==> src/fsd_pkg.sv <==
// Package for the Floyd-Steinberg RGB dither block.
// Holds pixel payload types, register indexes, sequencer states and the quantizer
// reciprocal table. It depends on nothing else.
`timescale 1ns / 1ps

package fsd_pkg;

  localparam int MaxWidthDef  = 256;
  localparam int ErrorBitsDef = 12;
  localparam int MaxHeight    = 4096;

  typedef struct packed {
    logic [7:0] red_in;
    logic [7:0] green_in;
    logic [7:0] blue_in;
    logic [7:0] alpha_in;
  } pix_in_t;

  typedef struct packed {
    logic [7:0] red_out;
    logic [7:0] green_out;
    logic [7:0] blue_out;
    logic [7:0] alpha_out;
  } pix_out_t;

  // Position flags that the front end attaches to every pixel.
  typedef struct packed {
    logic first_col;
    logic last_col;
    logic first_row;
  } item_tag_t;

  typedef enum logic [1:0] {
    REG_QUANT_BITS   = 2'd0,
    REG_LINE_WIDTH   = 2'd1,
    REG_FRAME_HEIGHT = 2'd2,
    REG_NONE         = 2'd3
  } reg_idx_e;

  typedef enum logic [3:0] {
    ST_IDLE,
    ST_ERR,
    ST_MULV,
    ST_DIV1,
    ST_NUM,
    ST_RECIP,
    ST_FIX,
    ST_WRITE,
    ST_TAIL
  } back_state_e;

  // floor(65536 / (2^bits - 1)) + 1, an upper reciprocal that is off by at most one.
  function automatic logic [14:0] recip_f(input logic [3:0] bits);
    logic [14:0] r;
    unique case (bits)
      4'd2:    r = 15'd21846;
      4'd3:    r = 15'd9363;
      4'd4:    r = 15'd4370;
      4'd5:    r = 15'd2115;
      4'd6:    r = 15'd1041;
      4'd7:    r = 15'd517;
      default: r = 15'd258;
    endcase
    return r;
  endfunction

  function automatic logic [7:0] chan_f(input pix_in_t p, input int ch);
    logic [7:0] c;
    case (ch)
      0:       c = p.red_in;
      1:       c = p.green_in;
      default: c = p.blue_in;
    endcase
    return c;
  endfunction

endpackage

==> src/fsd_front.sv <==
// Front end: accepts pixels and tags each with its column and row position.
// Depends on fsd_pkg.
`timescale 1ns / 1ps

module fsd_front import fsd_pkg::*; #(
  parameter int MAX_WIDTH = MaxWidthDef,
  localparam int CW = (MAX_WIDTH > 1) ? $clog2(MAX_WIDTH) : 1
) (
  input  logic            clk_i,
  input  logic            rst_ni,
  input  logic            restart_i,
  input  logic [8:0]      line_width_i,
  input  logic [12:0]     frame_height_i,
  input  logic            in_valid_i,
  output logic            in_ready_o,
  input  logic            queue_ready_i,
  output logic            push_o,
  output logic [CW-1:0]   col_o,
  output item_tag_t       tag_o
);

  logic [CW-1:0] col_q;
  logic [11:0]   row_q;
  logic          last_row;
  logic          accept;

  assign in_ready_o = queue_ready_i;
  assign push_o     = in_valid_i;
  assign accept     = in_valid_i && queue_ready_i;

  assign col_o           = col_q;
  assign tag_o.first_col = (col_q == '0);
  assign tag_o.last_col  = (32'(col_q) == 32'(line_width_i) - 1);
  assign tag_o.first_row = (row_q == '0);
  assign last_row        = (32'(row_q) == 32'(frame_height_i) - 1);

  always_ff @(posedge clk_i or negedge rst_ni) begin
    if (!rst_ni) begin
      col_q <= '0;
      row_q <= '0;
    end else if (restart_i) begin
      col_q <= '0;
      row_q <= '0;
    end else if (accept) begin
      if (tag_o.last_col) begin
        col_q <= '0;
        row_q <= last_row ? '0 : 12'(row_q + 1'b1);
      end else begin
        col_q <= CW'(col_q + 1'b1);
      end
    end
  end

endmodule

==> config.mk <==
export PLATFORM = sky130hd
export DESIGN_NAME = fsd_front
export DESIGN_NICKNAME = d
export VERILOG_FILES = /design/src/fsd_pkg.sv /design/src/fsd_front.sv
export SDC_FILE = /design/constraint.sdc
export NUM_CORES = 1
export LEC_CHECK = 0
export BUFFER_PORTS_ARGS = -buffer_cell sky130_fd_sc_hd__buf_2
export CORE_MARGIN = 2
export CORE_UTILIZATION = 60
export CTS_CLUSTER_DIAMETER = 30
export CTS_CLUSTER_SIZE = 8
export DETAILED_ROUTE_END_ITERATION = 16
export PLACE_DENSITY = 0.95
export SLEW_MARGIN = 20
export SYNTH_ARGS = -nofsm -noshare
export SYNTH_HDL_FRONTEND = slang
export SYNTH_SLANG_ARGS = --single-unit
==> constraint.sdc <==
create_clock -name clk_i -period 5.7 [get_ports clk_i]
set_input_delay 0.57 -clock clk_i [delete_from_list [all_inputs] [get_ports clk_i]]
set_output_delay 0.57 -clock clk_i [all_outputs]
set_load 0.01 [all_outputs]
**Word level (Yosys, flattened, before mapping)**

Index checks and enable logic that the tools add are counted.

- Equality and inequality tests: 2
- Add/sub/neg operators: 4
- Reductions and logical operators: 6
- Multiplexer cells: 7

Operators by type and width:

| kind | number |
|---|---|
| 12-bit two-way mux | 4 |
| 12-bit by 32-bit equality test with 1-bit output | 1 |
| 8-bit by 32-bit equality test with 1-bit output | 1 |
| 8-bit two-way mux | 3 |
| 13-bit by 1-bit subtractor with 14-bit output, second input constant | 1 |
| 12-bit by 1-bit adder with 12-bit output, second input constant | 1 |
| 12-bit logical NOT | 1 |
| 9-bit by 1-bit subtractor with 10-bit output, second input constant | 1 |
| 8-bit by 1-bit adder with 8-bit output, second input constant | 1 |
| 8-bit logical NOT | 1 |
| 2-bit nonzero test | 2 |
| 2-bit AND reduction | 1 |
| 1-bit logical AND | 1 |

- Bits of input ports: 27
- Word-level logic and storage cells: 21
- Output and inout bits: 13
- Register bits after elaboration: 20

**Longest topological paths before layout**

- Word-level depth: 6
- Mapped depth: 12
- Depth with buffers taken out: 9

**Worst setup path after synthesis**

No wires, ideal clock.

- Path kind: input to register
- From: input port frame_height_i[0]
- To: register row_q[11]
- Required time: 5.579 ns
- Cell stages on the path: 11
- Setup slack: 2.744 ns
- Library setup time: 0.121 ns
- Data arrival time: 2.835 ns
- Path buffers: 3
- Cell sequence: buf_2 > inv_1 > ha_1 > clkbuf_1 > nand4_1 > xnor2_1 > or4_1 > o41ai_4 > buf_6 > o21bai_1 > a22o_1

- Cells in the longest elaborated chain, start to end: 6

Ends and longest elaborated chain:

| item | RTL line | text |
|---|---|---|
| from (decl) | fsd_front.sv:13 | `input logic [12:0] frame_height_i,` |
| 13-bit by 1-bit subtractor with 14-bit output | fsd_front.sv:35 | `assign last_row = (32'(row_q) == 32'(frame_height_i) - 1);` |
| 12-bit by 32-bit equality test with 1-bit output | fsd_front.sv:35 |  |
| 12-bit two-way mux | fsd_front.sv:47 | `row_q <= last_row ? '0 : 12'(row_q + 1'b1);` |
| 12-bit two-way mux | fsd_front.sv:45 | `if (tag_o.last_col) begin` |
| 12-bit two-way mux | fsd_front.sv:44 | `end else if (accept) begin` |
| 12-bit two-way mux | fsd_front.sv:41 | `end else if (restart_i) begin` |
| to (signal assigned) | fsd_front.sv:47 |  |
| to (decl) | fsd_front.sv:23 | `logic [11:0] row_q;` |

No other way between the ends. The select of a mux whose other input is x is not followed.
A chain may end at the register's enable or synchronous reset.

**Final worst setup path**

- From: input port frame_height_i[0]
- To: register row_q[0]

The elaborated chain is that of the path after synthesis.

==> impl_metrics.ini <==
[status]
status = complete, no violations

[route]
drc = 0
finalWirelength_um = 4850
ant_nets = 0
vias_per_cell = 6.18
routedWlPerCell_um = 14.9
first_pass_iters = 4
drt_iter0_drc = 66
num_vias = 2007

[grt]
grt_overflow = 0
grt_pass1_wl_um = 8580
antenna_found_initial = 0
grt_pass1_vias = 1946
grt_usage_pct = 26.2
grt_max_degree = 21

[sta]
setup_viol_count_final = 0
tns_ps = 0
slew_headroom_pct = 47.0
hold_viol_final = 0
rsz0062_at_grt = no
min_period_ps = 3030
finClkSkew_ps = 7.12
fin_crit_sh_pct = 53.1
slew_violations = 0
tightest_slew_ps = 785
max_freq_mhz = 330

[cts]
cts_tree = built
htreeDepth = 1
cts-resized-gates = 0
cts_hold_buf = 0
clockBufferDepth = 2
clock_latency_ps = 300
cts_buffers = 3
cts_root_buf = clkbuf_4
cts.clk_slew.worst_paths_ps = 120
post_cts_buffers = 0
cts_sinks = 20

[finish]
fin_util_pct = 69.4
antennaDiodeCount = 0
syn_to_final_growth_pct = 12.0
final_cells = 325
finalNetCount = 313
drive_gt1_share_pct = 19.7
fill_cells = 294

[flow_run]
maxCapViolations = 0

[min_path]
hold_class = input port to async pin

[worst_setup_path]
path_class = input port to flop
crit_required_ps = 5900
cp.arrival_ps = 3230
ff2ff_path_depth = 7
critPathCaptureType = flop
cp-start-kind = input port
path_max_fanout = 12

[floorplan]
die_h_um = 62.2
start_util_pct = 61.9
dieArea_mm2 = 0.00387
die_w_um = 62.2
core_mm2 = 0.00328
rows = 21
ios = 40

[logic_synthesis]
synth_nets = 282
synth_most_common_cell = dfrtp_1
synth_compound_area_share_pct = 24.0
synth.area.top_cells = dfrtp_1 (25%), xor2_1 (4.7%), xnor2_1 (4.3%)
synth-edff-count = 0
synth_cell_type_count = 57
synth_common_cells = dfrtp_1 (20), inv_1 (17), nand2_1 (13), a21oi_1 (12)
synth_top_area_share_pct = 24.6
ys_seq_area_share_pct = 24.6
synth_largest_area_cell = dfrtp_1
ys.flop_type = dfrtp_1
ys_async_sr_fraction_pct = 100
synth_xor_xnor_area_share_pct = 10.1
yosysWarningCount = 0
syn-cell-area_mm2 = 0.00203
ys_seq_elements = 20
yosys.area_share.adder_pct = 3.69
synthSimpleGateAreaFrac_pct = 30.1
synth.area.mux_share_pct = 1.11
syn-instance-count = 249
synth_top_family_by_area = simple AND/OR/NAND/NOR gates
avgSynthCellArea_um2 = 8.17

[place]
dp_hpwl_um = 3700
gp_congestion = 0.863
io_buffers = 39
place_inst = 321

[power_and_ir_drop]
max-vdd-ir-drop_mv = 0.127
power.total_w = 0.000343
leakagePower_nw = 1.06
p_per_area_mw_per_mm2 = 151
power by group:
group	leakage, nW	internal, W	switching [W]	total (W)
combinational	0.755	0.0000345	0.0000457	0.0000801
clock	0.0279	0.0000710	0.0000449	0.000116
sequential	0.278	0.000144	0.00000348	0.000147
total	1.06	0.000249	0.0000940	0.000343
state kept, by name, summed over array words and instances, names as in the netlist:
name and flops:
row_q 12, col_o 8
path summary, 6_finish.rpt:
kind,start,slack [ps],endpoint
worst min register to register,col_o[1],640,col_o[1]
worst max register to register,row_q[3],2910,row_q[0]
min in group clk_i,restart_i,520,col_o[0]
worst min-delay path,rst_ni,190,col_o[1]
max in group asynchronous,rst_ni,5180,col_o[5]
worst max-delay path,frame_height_i[0],2670,row_q[0]
layout by cell type (no fill, tap or decap), types with 8 or more instances in the layout:
| cell | Yosys | routed |
|---|---|---|
| buf_2 | 2 | 39 |
| dfrtp_1 | 20 | 20 |
| inv_1 | 17 | 17 |
| nand2_1 | 13 | 13 |
| a21oi_1 | 12 | 12 |
| xor2_1 | 11 | 11 |
| and3_1 | 11 | 11 |
| nor2b_1 | 10 | 10 |
| xnor2_1 | 10 | 10 |
| o21bai_1 | 10 | 10 |
| nor2_1 | 9 | 9 |
| a22o_1 | 9 | 9 |
| o21ai_0 | 8 | 8 |
| nand3_1 | 8 | 8 |
cell type report:
cell class,count,area [um2],share of cell area (%)
timing repair buffer,39,195,8.57
tap,46,57.6,2.53
clock buffer,3,22.5,0.988
clock inverter,1,30.0,1.32
inverter,17,63.8,2.80
multi-input combinational,199,1410,61.8
sequential,20,500,22.0
per-stage QoR:
step                      hold slack (ps)  cell area, um2  setup slack [ps]
after global routing                  206            2280              2510
after CTS                             207            2270              2560
after global placement                541            2220              2320
after detailed placement              545            2220              2250
after floorplan                       274            2030              2740
final                                 194            2280              2670
critical path, cell delays in order:
cell     delay [ps]
buf_2           140
inv_1            60
ha_1            350
nand4_1         150
xnor2_1         150
or4_1           550
o41ai_4         680
nor3_2          240
mux2_2          320
cell families (layout without fill, tap and decap cells):
family / after synthesis / in the layout
adder cells (fa/ha/maj): 6 / 6
XOR/XNOR: 22 / 22
AND/OR/NAND/NOR: 102 / 102
multiplexers: 2 / 2
AO/OA/AOI/OAI: 67 / 67
buffers and inverters: 30 / 60
flip-flops: 20 / 20
per-layer routing:
layer	track usage [%]	part of all wire [%]
met4	4.72	0.43
met2	48.5	53
met5	0	0
met1	33.6	43
met3	2.17	4.2
(Power assumes the default switching activity.)
