==> src/fsd_fifo.sv <==
// Short request queue between the front end and the back end.
// Depends on nothing else.
`timescale 1ns / 1ps

module fsd_fifo #(
  parameter int WIDTH = 32,
  parameter int DEPTH = 2,
  localparam int PW = (DEPTH > 1) ? $clog2(DEPTH) : 1,
  localparam int CNW = $clog2(DEPTH + 1)
) (
  input  logic             clk_i,
  input  logic             rst_ni,
  input  logic             push_i,
  input  logic [WIDTH-1:0] push_data_i,
  output logic             push_ready_o,
  input  logic             pop_i,
  output logic             pop_valid_o,
  output logic [WIDTH-1:0] pop_data_o
);

  logic [WIDTH-1:0] buf_q [DEPTH];
  logic [PW-1:0]    wr_ptr_q, rd_ptr_q;
  logic [CNW-1:0]   count_q;
  logic             do_push, do_pop;

  assign push_ready_o = (32'(count_q) < DEPTH);
  assign pop_valid_o  = (count_q != '0);
  assign pop_data_o   = buf_q[rd_ptr_q];
  assign do_push      = push_i && push_ready_o;
  assign do_pop       = pop_i && pop_valid_o;

  always_ff @(posedge clk_i) begin
    if (do_push) begin
      buf_q[wr_ptr_q] <= push_data_i;
    end
  end

  always_ff @(posedge clk_i or negedge rst_ni) begin
    if (!rst_ni) begin
      wr_ptr_q <= '0;
      rd_ptr_q <= '0;
      count_q  <= '0;
    end else begin
      if (do_push) begin
        wr_ptr_q <= (32'(wr_ptr_q) == DEPTH - 1) ? '0 : PW'(wr_ptr_q + 1'b1);
      end
      if (do_pop) begin
        rd_ptr_q <= (32'(rd_ptr_q) == DEPTH - 1) ? '0 : PW'(rd_ptr_q + 1'b1);
      end
      if (do_push && !do_pop) begin
        count_q <= CNW'(count_q + 1'b1);
      end else if (do_pop && !do_push) begin
        count_q <= CNW'(count_q - 1'b1);
      end
    end
  end

endmodule

==> config.mk <==
export PLATFORM = sky130hd
export DESIGN_NAME = fsd_fifo
export DESIGN_NICKNAME = d
export VERILOG_FILES = /design/src/fsd_fifo.sv
export SDC_FILE = /design/constraint.sdc
export NUM_CORES = 1
export LEC_CHECK = 0
export CAP_MARGIN = 20
export CORE_MARGIN = 8
export CORE_UTILIZATION = 43
export CTS_CLUSTER_SIZE = 24
export DETAILED_ROUTE_END_ITERATION = 12
export DONT_BUFFER_PORTS = 1
export PLACE_DENSITY = 0.58
export SLEW_MARGIN = 20
export SYNTH_ARGS = -nofsm -noshare
export SYNTH_HDL_FRONTEND = slang
export SYNTH_SLANG_ARGS = --single-unit
==> constraint.sdc <==
create_clock -name clk_i -period 2.7 [get_ports clk_i]
set_input_delay 0.27 -clock clk_i [delete_from_list [all_inputs] [get_ports clk_i]]
set_output_delay 0.27 -clock clk_i [all_outputs]
set_load 0.02 [all_outputs]
=== Word-level counts from Yosys, hierarchy flattened ===
Memories as Yosys holds them, arrays and structs flattened.
Index checks and enable logic that the tools add are counted.
Widths: inputs -> output; s select.

* Bits in registers: 4
* RAM bits: 64
* Bits of input ports: 36
* Output and inout port bits: 34
* Word-level logic and storage cells: 23
* Memories kept: 1

* $add $sub $neg: 4
* Magnitude comparators: 1
* Mux-type cells: 6
* Reductions and logical operators: 8

{| class="wikitable"
|+ Memory list
! name !! words !! bits a word !! rd ports !! clocked after Yosys merged registers in !! write ports !! line !! source
|-
| buf_q || 2 || 32 || 1 || 0 || 1 || 21 || <nowiki>logic [WIDTH-1:0] buf_q [DEPTH];</nowiki>
|}

{| class="wikitable"
|+ Operators with widths
! cell !! count
|-
| $logic_and 1x1->1 || 4
|-
| $mux 1 || 4
|-
| $mux 2 || 2
|-
| $reduce_bool 2->1 || 2
|-
| $add 1x1->1 const B || 2
|-
| $add 2x1->2 const B || 1
|-
| $logic_not 1->1 || 2
|-
| $lt 2x2->1 const B || 1
|-
| $sub 2x1->2 const B || 1
|}

=== Depth between registers and ports, before layout ===
Gate-level depths: netlist (run 1).

* Depth after elaboration: 6
* Mapped depth: 6
* Gate-level depth less buffers: 6

=== Worst setup path before layout (run 1) ===
Ideal clock, no wire load.

* Path type: register to register
* Start: register count_q[1]
* End: memory buf_q[0][0] (enable)
* Library setup time: 0.425 ns
* Arrival: 2.084 ns
* Data required time: 2.275 ns
* Setup slack: 0.192 ns
* Stages on the path, launching flop included: 3
* Path buffers: 0
* Clock period less this slack: 2.508 ns
* Cell sequence: dfrtp_1 -> nor2b_1 -> nor2b_1

* Word-level cells in the longest chain between the ends: 4

{| class="wikitable"
|+ RTL lines
! item !! line !! source
|-
| from (decl) || 23 || <nowiki>logic [CNW-1:0] count_q;</nowiki>
|-
| from (signal assigned) || 51 || <nowiki>count_q <= CNW'(count_q + 1'b1);</nowiki>
|-
| from (signal assigned) || 53 || <nowiki>count_q <= CNW'(count_q - 1'b1);</nowiki>
|-
| $lt 2x2->1 || 26 || <nowiki>assign push_ready_o = (32'(count_q) < DEPTH);</nowiki>
|-
| $logic_and 1x1->1 || 29 || <nowiki>assign do_push = push_i && push_ready_o;</nowiki>
|-
| net do_push || 24 || <nowiki>logic do_push, do_pop;</nowiki>
|-
| $mux 1 || 33 || <nowiki>if (do_push) begin</nowiki>
|-
| $mux 1 (implied by the code) || 34 || <nowiki>buf_q[wr_ptr_q] <= push_data_i;</nowiki>
|-
| to (decl) || 21 ||
|}

The timed path passes the listed nets, and every way through them passes these cells.

=== Worst setup path after layout (run 1) ===
* Start: register rd_ptr_q
* End: output pop_data_o[14]

* Word-level cells in the longest chain between the ends: 1

{| class="wikitable"
|+ RTL lines
! item !! line !! source
|-
| from (decl) || 22 || <nowiki>logic [PW-1:0] wr_ptr_q, rd_ptr_q;</nowiki>
|-
| from (signal assigned) || 48 || <nowiki>rd_ptr_q <= (32'(rd_ptr_q) == DEPTH - 1) ? '0 : PW'(rd_ptr_q + 1'b1);</nowiki>
|-
| $mem_v2 2x32 || - ||
|-
| to (decl) || 18 || <nowiki>output logic [WIDTH-1:0] pop_data_o</nowiki>
|}

Every way passes these cells.

==> results of run 1 <==
## cell usage in the layout, fill, tap and decap left out, types with 2 or more instances in the layout
cell / instances
mux2_4: 29
buf_4: 4
edfxtp_1: 64
bufinv_16: 2
mux2_2: 3
clkinv_1: 2
dfrtp_1: 3
xor2_1: 2
dlygate4sd3_1: 3
clkbuf_8: 9
xnor2_1: 3
## cell families (layout without fill, tap and decap cells)
kind of cell | Yosys count | after routing | synth area share
buffers and inverters | 5 | 24 | 0.0283
adder cells (fa/ha/maj) | 1 | 1 | 0.00471
AND/OR/NAND/NOR | 6 | 6 | 0.0123
multiplexers | 32 | 32 | 0.177
XOR/XNOR | 5 | 5 | 0.0165
flip-flops | 68 | 68 | 0.762
## layout make-up
| cell class | count | share of cell area |
|---|---|---|
| sequential | 68 | 0.681 |
| multi-input combinational | 44 | 0.190 |
| clock buffer | 9 | 0.0417 |
| tap | 75 | 0.0316 |
| clock inverter | 6 | 0.0270 |
| timing repair buffer | 8 | 0.0270 |
| inverter | 1 | 0.00126 |
## power by group through the flow
stage                     combinational, uW  clock, uW  sequential (uW)
after floorplan                        1030          0             1460
after global placement                 1040          0             1520
after detailed placement               1040          0             1530
after CTS                              1050        879             1510
after global routing                   1090        917             1520
final                                  1020        848             1500
## state kept, by name, indices dropped and copies added (netlist names)
name / flops
count_q: 2
rd_ptr_q: 1
wr_ptr_q: 1
buf_q: 64
## routing by layer
layer | vias to the layer above | GRT usage | wire length (um)
met3 | 10 | 0.0698 | 637
met4 | 0 | 0.0702 | 113
met5 | - | 0 | 0
li1 | 476 | - | -
met1 | 496 | 0.0780 | 1310
met2 | 47 | 0.154 | 1970
## metrics by stage
| step | setup WS, ns | hold WS (ns) |
|---|---|---|
| finish | 0.788 | 0.0267 |
| global route | 0.694 | 0.0000700 |
| CTS | 0.732 | 0.00440 |
| detailed placement | 1.00 | -0.0255 |
| global placement | 1.01 | -0.0255 |
| floorplan | 0.192 | -0.0256 |
## worst paths after layout
check / endpoint / slack (ns) / cells past startpoint
worst min-delay path: buf_q[1][27] / 0.03 / 0
max in group asynchronous: rd_ptr_q / 2.30 / 1
min in group asynchronous: count_q[1] / 0.21 / 1
worst max-delay path: pop_data_o[14] / 0.79 / 2
worst max register to register: buf_q[0][18] / 1.03 / 3
worst min register to register: count_q[0] / 0.52 / 1
## worst max-delay path, cell delays in order, from the launching register on
cell	delay, ns
dfrtp_2	0.62
buf_4	0.31
mux2_4	0.37
## what timing repair did
action	in CTS	in global routing
hold endpoints to repair	4	3
gates resized for setup	0	0
hold buffers	1	2
==> results_dict.tcl, run 1 <==
set metrics [dict create \
    htree_num_levels 3 \
    synthTopCellsByArea "edfxtp_1, mux2_4, dfrtp_1, buf_12, mux2_2" \
    slew_violations 0 \
    synth_area_um2 2660 \
    n_antenna_cell 0 \
    final_area_um2 2970 \
    startpoint "rd_ptr_q" \
    ff_latch_area_um2 2020 \
    cap_viol_max_count 0 \
    via_per_inst 4.88 \
    dp.cells 193 \
    fin_crit_sh 0.708 \
    arrival_ns 1.64 \
    die_area_um2 8950 \
    io_pins 70 \
    setup_violations 0 \
    first_pass_iters 4 \
    power_density_nw_per_um2 1140 \
    leakage_uw 0.00107 \
    finish.utilization 0.499 \
    numCtsBuffers 9 \
    rsz0062_at_grt "false" \
    finalWirelength_um 4030 \
    yosysSeqAreaShare 0.762 \
    grt_overflow_total 0 \
    die_y_um 94.6 \
    pwr-share-comb 0.303 \
    synth.most_common_cell "edfxtp_1" \
    antenna_left 0 \
    crit_path_max_fanout 15 \
    port_buffers 0 \
    drt_iter0_drc 70 \
    place_area_um2 2740 \
    reg2reg_from "count_q[1]" \
    intPower_uw 2340 \
    multiInputGateArea_um2 566 \
    critPathKind "reg2out" \
    cts_root_buffer "clkbuf_8" \
    syn-num-nets 154 \
    dp_hpwl_um 2900 \
    startpoint_type "flop" \
    outcome "finished, final reports clean" \
    synth_seq_cells 68 \
    async_reset_ff_frac 0.0588 \
    synth_cells 117 \
    min_path_type "in2reg" \
    cts.clk_slew.worst_paths_ns 0.07 \
    fin_crit_ns 1.91 \
    crit_required_ns 2.43 \
    num_rows 28 \
    hp-start "push_data_i[27]" \
    synth_edf_count 64 \
    grt_antenna_before_repair 0 \
    synth_ff_type "edfxtp_1" \
    grt_max_degree 21 \
    wl_per_cell_um 19.1 \
    slew_headroom 0.672 \
    cts_tree "done" \
    tightestPinTransition_ns 0.491 \
    gp_routability_congestion 0.646 \
    stdcell_count 211 \
    nFillCells 524 \
    start_util 0.446 \
    avgSynthCellArea_um2 22.7 \
    synth_cell_types 15 \
    clock_sinks 68 \
    hold_viol_final 0 \
    yosysWarnings 0 \
    p_seq_frac 0.445 \
    grt_use_total 0.0950 \
    cts_setup_buffers 0 \
    cp-end-kind "output pin" \
    max_freq_mhz 523 \
    finClkSkew_ns 0.00553 \
    power_switching_share 0.306 \
    drc 0 \
    grt_pass1_vias 1144 \
    drive_above_1_share 0.382 \
    clockBufferDepth 2 \
    p_sw_uw 1030 \
    worstSkewPairLatency_ns 0.33 \
    die_width_um 94.6 \
    pwr-share-clk 0.251 \
    peakVddDrop_uv 580 \
    p_total_uw 3370 \
    yosysTopAreaCellShare 0.724 \
    coreArea_um2 5960 \
    final.setup.tns_ns 0 \
    vias 1029 \
    syn2layout_area_growth_pct 11.9 \
    fin_nets 169 \
    grt_pass1_wl_um 6070 \
    synthTopCellsByCount "edfxtp_1, mux2_4, dfrtp_1" \
    yosysTopAreaCell "edfxtp_1" \
]
Note: power is estimated with default switching activity, not from simulation.
==> run 2, diff against run 1 <==
PLACE_DENSITY = 0.56   (was 0.58)
clock period = 1.8 ns   (was 2.7 ns; I/O delays follow)
==> run 2 against run 1 <==
Against the previous run:
- power grew 43%
- critical path type unchanged
- register-to-register slack lost 0.78 ns
- sequential power grew 45%
- critical path depth is the same
- clock skew shrank 0.0021 ns
==> results_dict.tcl, run 2 (synthesis results as in run 1) <==
set metrics [dict create \
    syn2layout_area_growth_pct 21.3 \
    final_area_um2 3220 \
    num_rows 28 \
    setup.worst_path.end "pop_data_o[5]" \
    wl_met1_um 1540 \
    postCtsResizedCells 0 \
    max_freq_mhz 608 \
    hold_path_depth 2 \
    cap_viol_max_count 0 \
    gp_routability_congestion 0.672 \
    rr_worst_depth 6 \
    cts_root_buffer "clkbuf_8" \
    r2r_setup_slack_ns 0.25 \
    die_width_um 94.6 \
    tightestPinTransition_ns 0.350 \
    wl_met2_um 2240 \
    largest_reg_flops 64 \
    leakage_uw 0.00118 \
    grt_antenna_before_repair 0 \
    hold_viol_final 0 \
    rsz0062_at_grt "false" \
    io_pins 70 \
    die_area_um2 8950 \
    grt_max_degree 27 \
    min_path_type "in2reg" \
    critPathKind "reg2out" \
    peakVddDrop_uv 923 \
    clock_sinks 68 \
    dr.max_layer_used "met4" \
    n_antenna_cell 0 \
    final_cell_mix "edfxtp_1, dlygate4sd3_1, mux2_4" \
    reg2reg_from "count_q[0]" \
    dp.cells 194 \
    die_y_um 94.6 \
    dp_hpwl_um 3000 \
    outcome "finished, final reports clean" \
    fin_crit_ns 1.64 \
    fin_nets 200 \
    layout_commonest_cell "edfxtp_1" \
    wl_per_cell_um 17.8 \
    crit_required_ns 1.62 \
    reg_top3 "buf_q x64, count_q x2" \
    vias 1167 \
    first_pass_iters 3 \
    finalWirelength_um 4290 \
    arrival_ns 1.46 \
    grt_pass1_vias 1359 \
    startpoint_type "flop" \
    grt_use_total 0.102 \
    grt_pass1_wl_um 6620 \
    cts.hold.buffers_added 33 \
    start_util 0.446 \
    cp-end-kind "output pin" \
    wl_met3_um 428 \
    power_density_nw_per_um2 1500 \
    r2r_end "count_q[1]" \
    slew_headroom 0.767 \
    via_per_inst 4.84 \
    numCtsBuffers 9 \
    port_buffers 0 \
    grt_overflow_total 0 \
    coreArea_um2 5960 \
    worstSkewPairLatency_ns 0.32 \
    htree_num_levels 3 \
    drive_above_1_share 0.313 \
    final.setup.tns_ns 0 \
    cts.clk_slew.worst_paths_ns 0.06 \
    slew_violations 0 \
    antenna_left 0 \
    max_flop_register "buf_q" \
    cts_setup_buffers 0 \
    clockBufferDepth 2 \
    startpoint "rd_ptr_q" \
    cts_tree "done" \
    place_area_um2 2750 \
    fin_crit_sh 0.914 \
    crit_path_max_fanout 19 \
    drt_iter0_drc 30 \
    drc 0 \
    setup_violations 0 \
    stdcell_count 241 \
    finClkSkew_ns 0.00341 \
]
-- run 2: worst min path at each step --
stage	end	slack, ns	start
6_report	rd_ptr_q	0.05	pop_i
5_1_grt	rd_ptr_q	0.05	pop_i
3_5_place_dp	count_q[1]	-0.12	rst_ni
4_1_cts	rd_ptr_q	0.03	pop_i
3_3_place_gp	count_q[1]	-0.12	rst_ni
2_1_floorplan	count_q[0]	-0.12	rst_ni
-- run 2: cell type report --
type	instances	area (um2)
fill	509	2740
sequential	68	2020
multi-input combinational	44	567
timing repair buffer	39	388
clock buffer	9	124
tap	75	93.8
clock inverter	5	21.3
inverter	1	3.75
-- run 2: power by group --
group	internal [uW]	switching (uW)	total, uW
combinational	717	985	1700
sequential	2090	96.6	2180
clock	464	475	938
total	3270	1560	4820
-- run 2: worst max-delay path, stage by stage, from the launching register on --
cell and delay [ns]:
dfrtp_2 0.36, buf_4 0.33, mux2_2 0.45
-- run 2: through the flow --
stage	util	hold WS [ns]	total power, uW	setup slack [ns]
finish	0.541	0.0463	4820	0.155
global route	0.541	0.0495	5060	0.0804
CTS	0.541	0.0261	4910	0.111
detailed placement	0.461	-0.115	3890	0.255
global placement	0.461	-0.115	3840	0.334
floorplan	-	-0.116	3740	0.222
-- run 2: routing by layer --
| metal | vias to the layer above | GRT usage |
|---|---|---|
| met1 | 570 | 0.0924 |
| li1 | 541 | - |
| met2 | 46 | 0.177 |
| met3 | 10 | 0.0508 |
| met5 | - | 0 |
| met4 | 0 | 0.0624 |
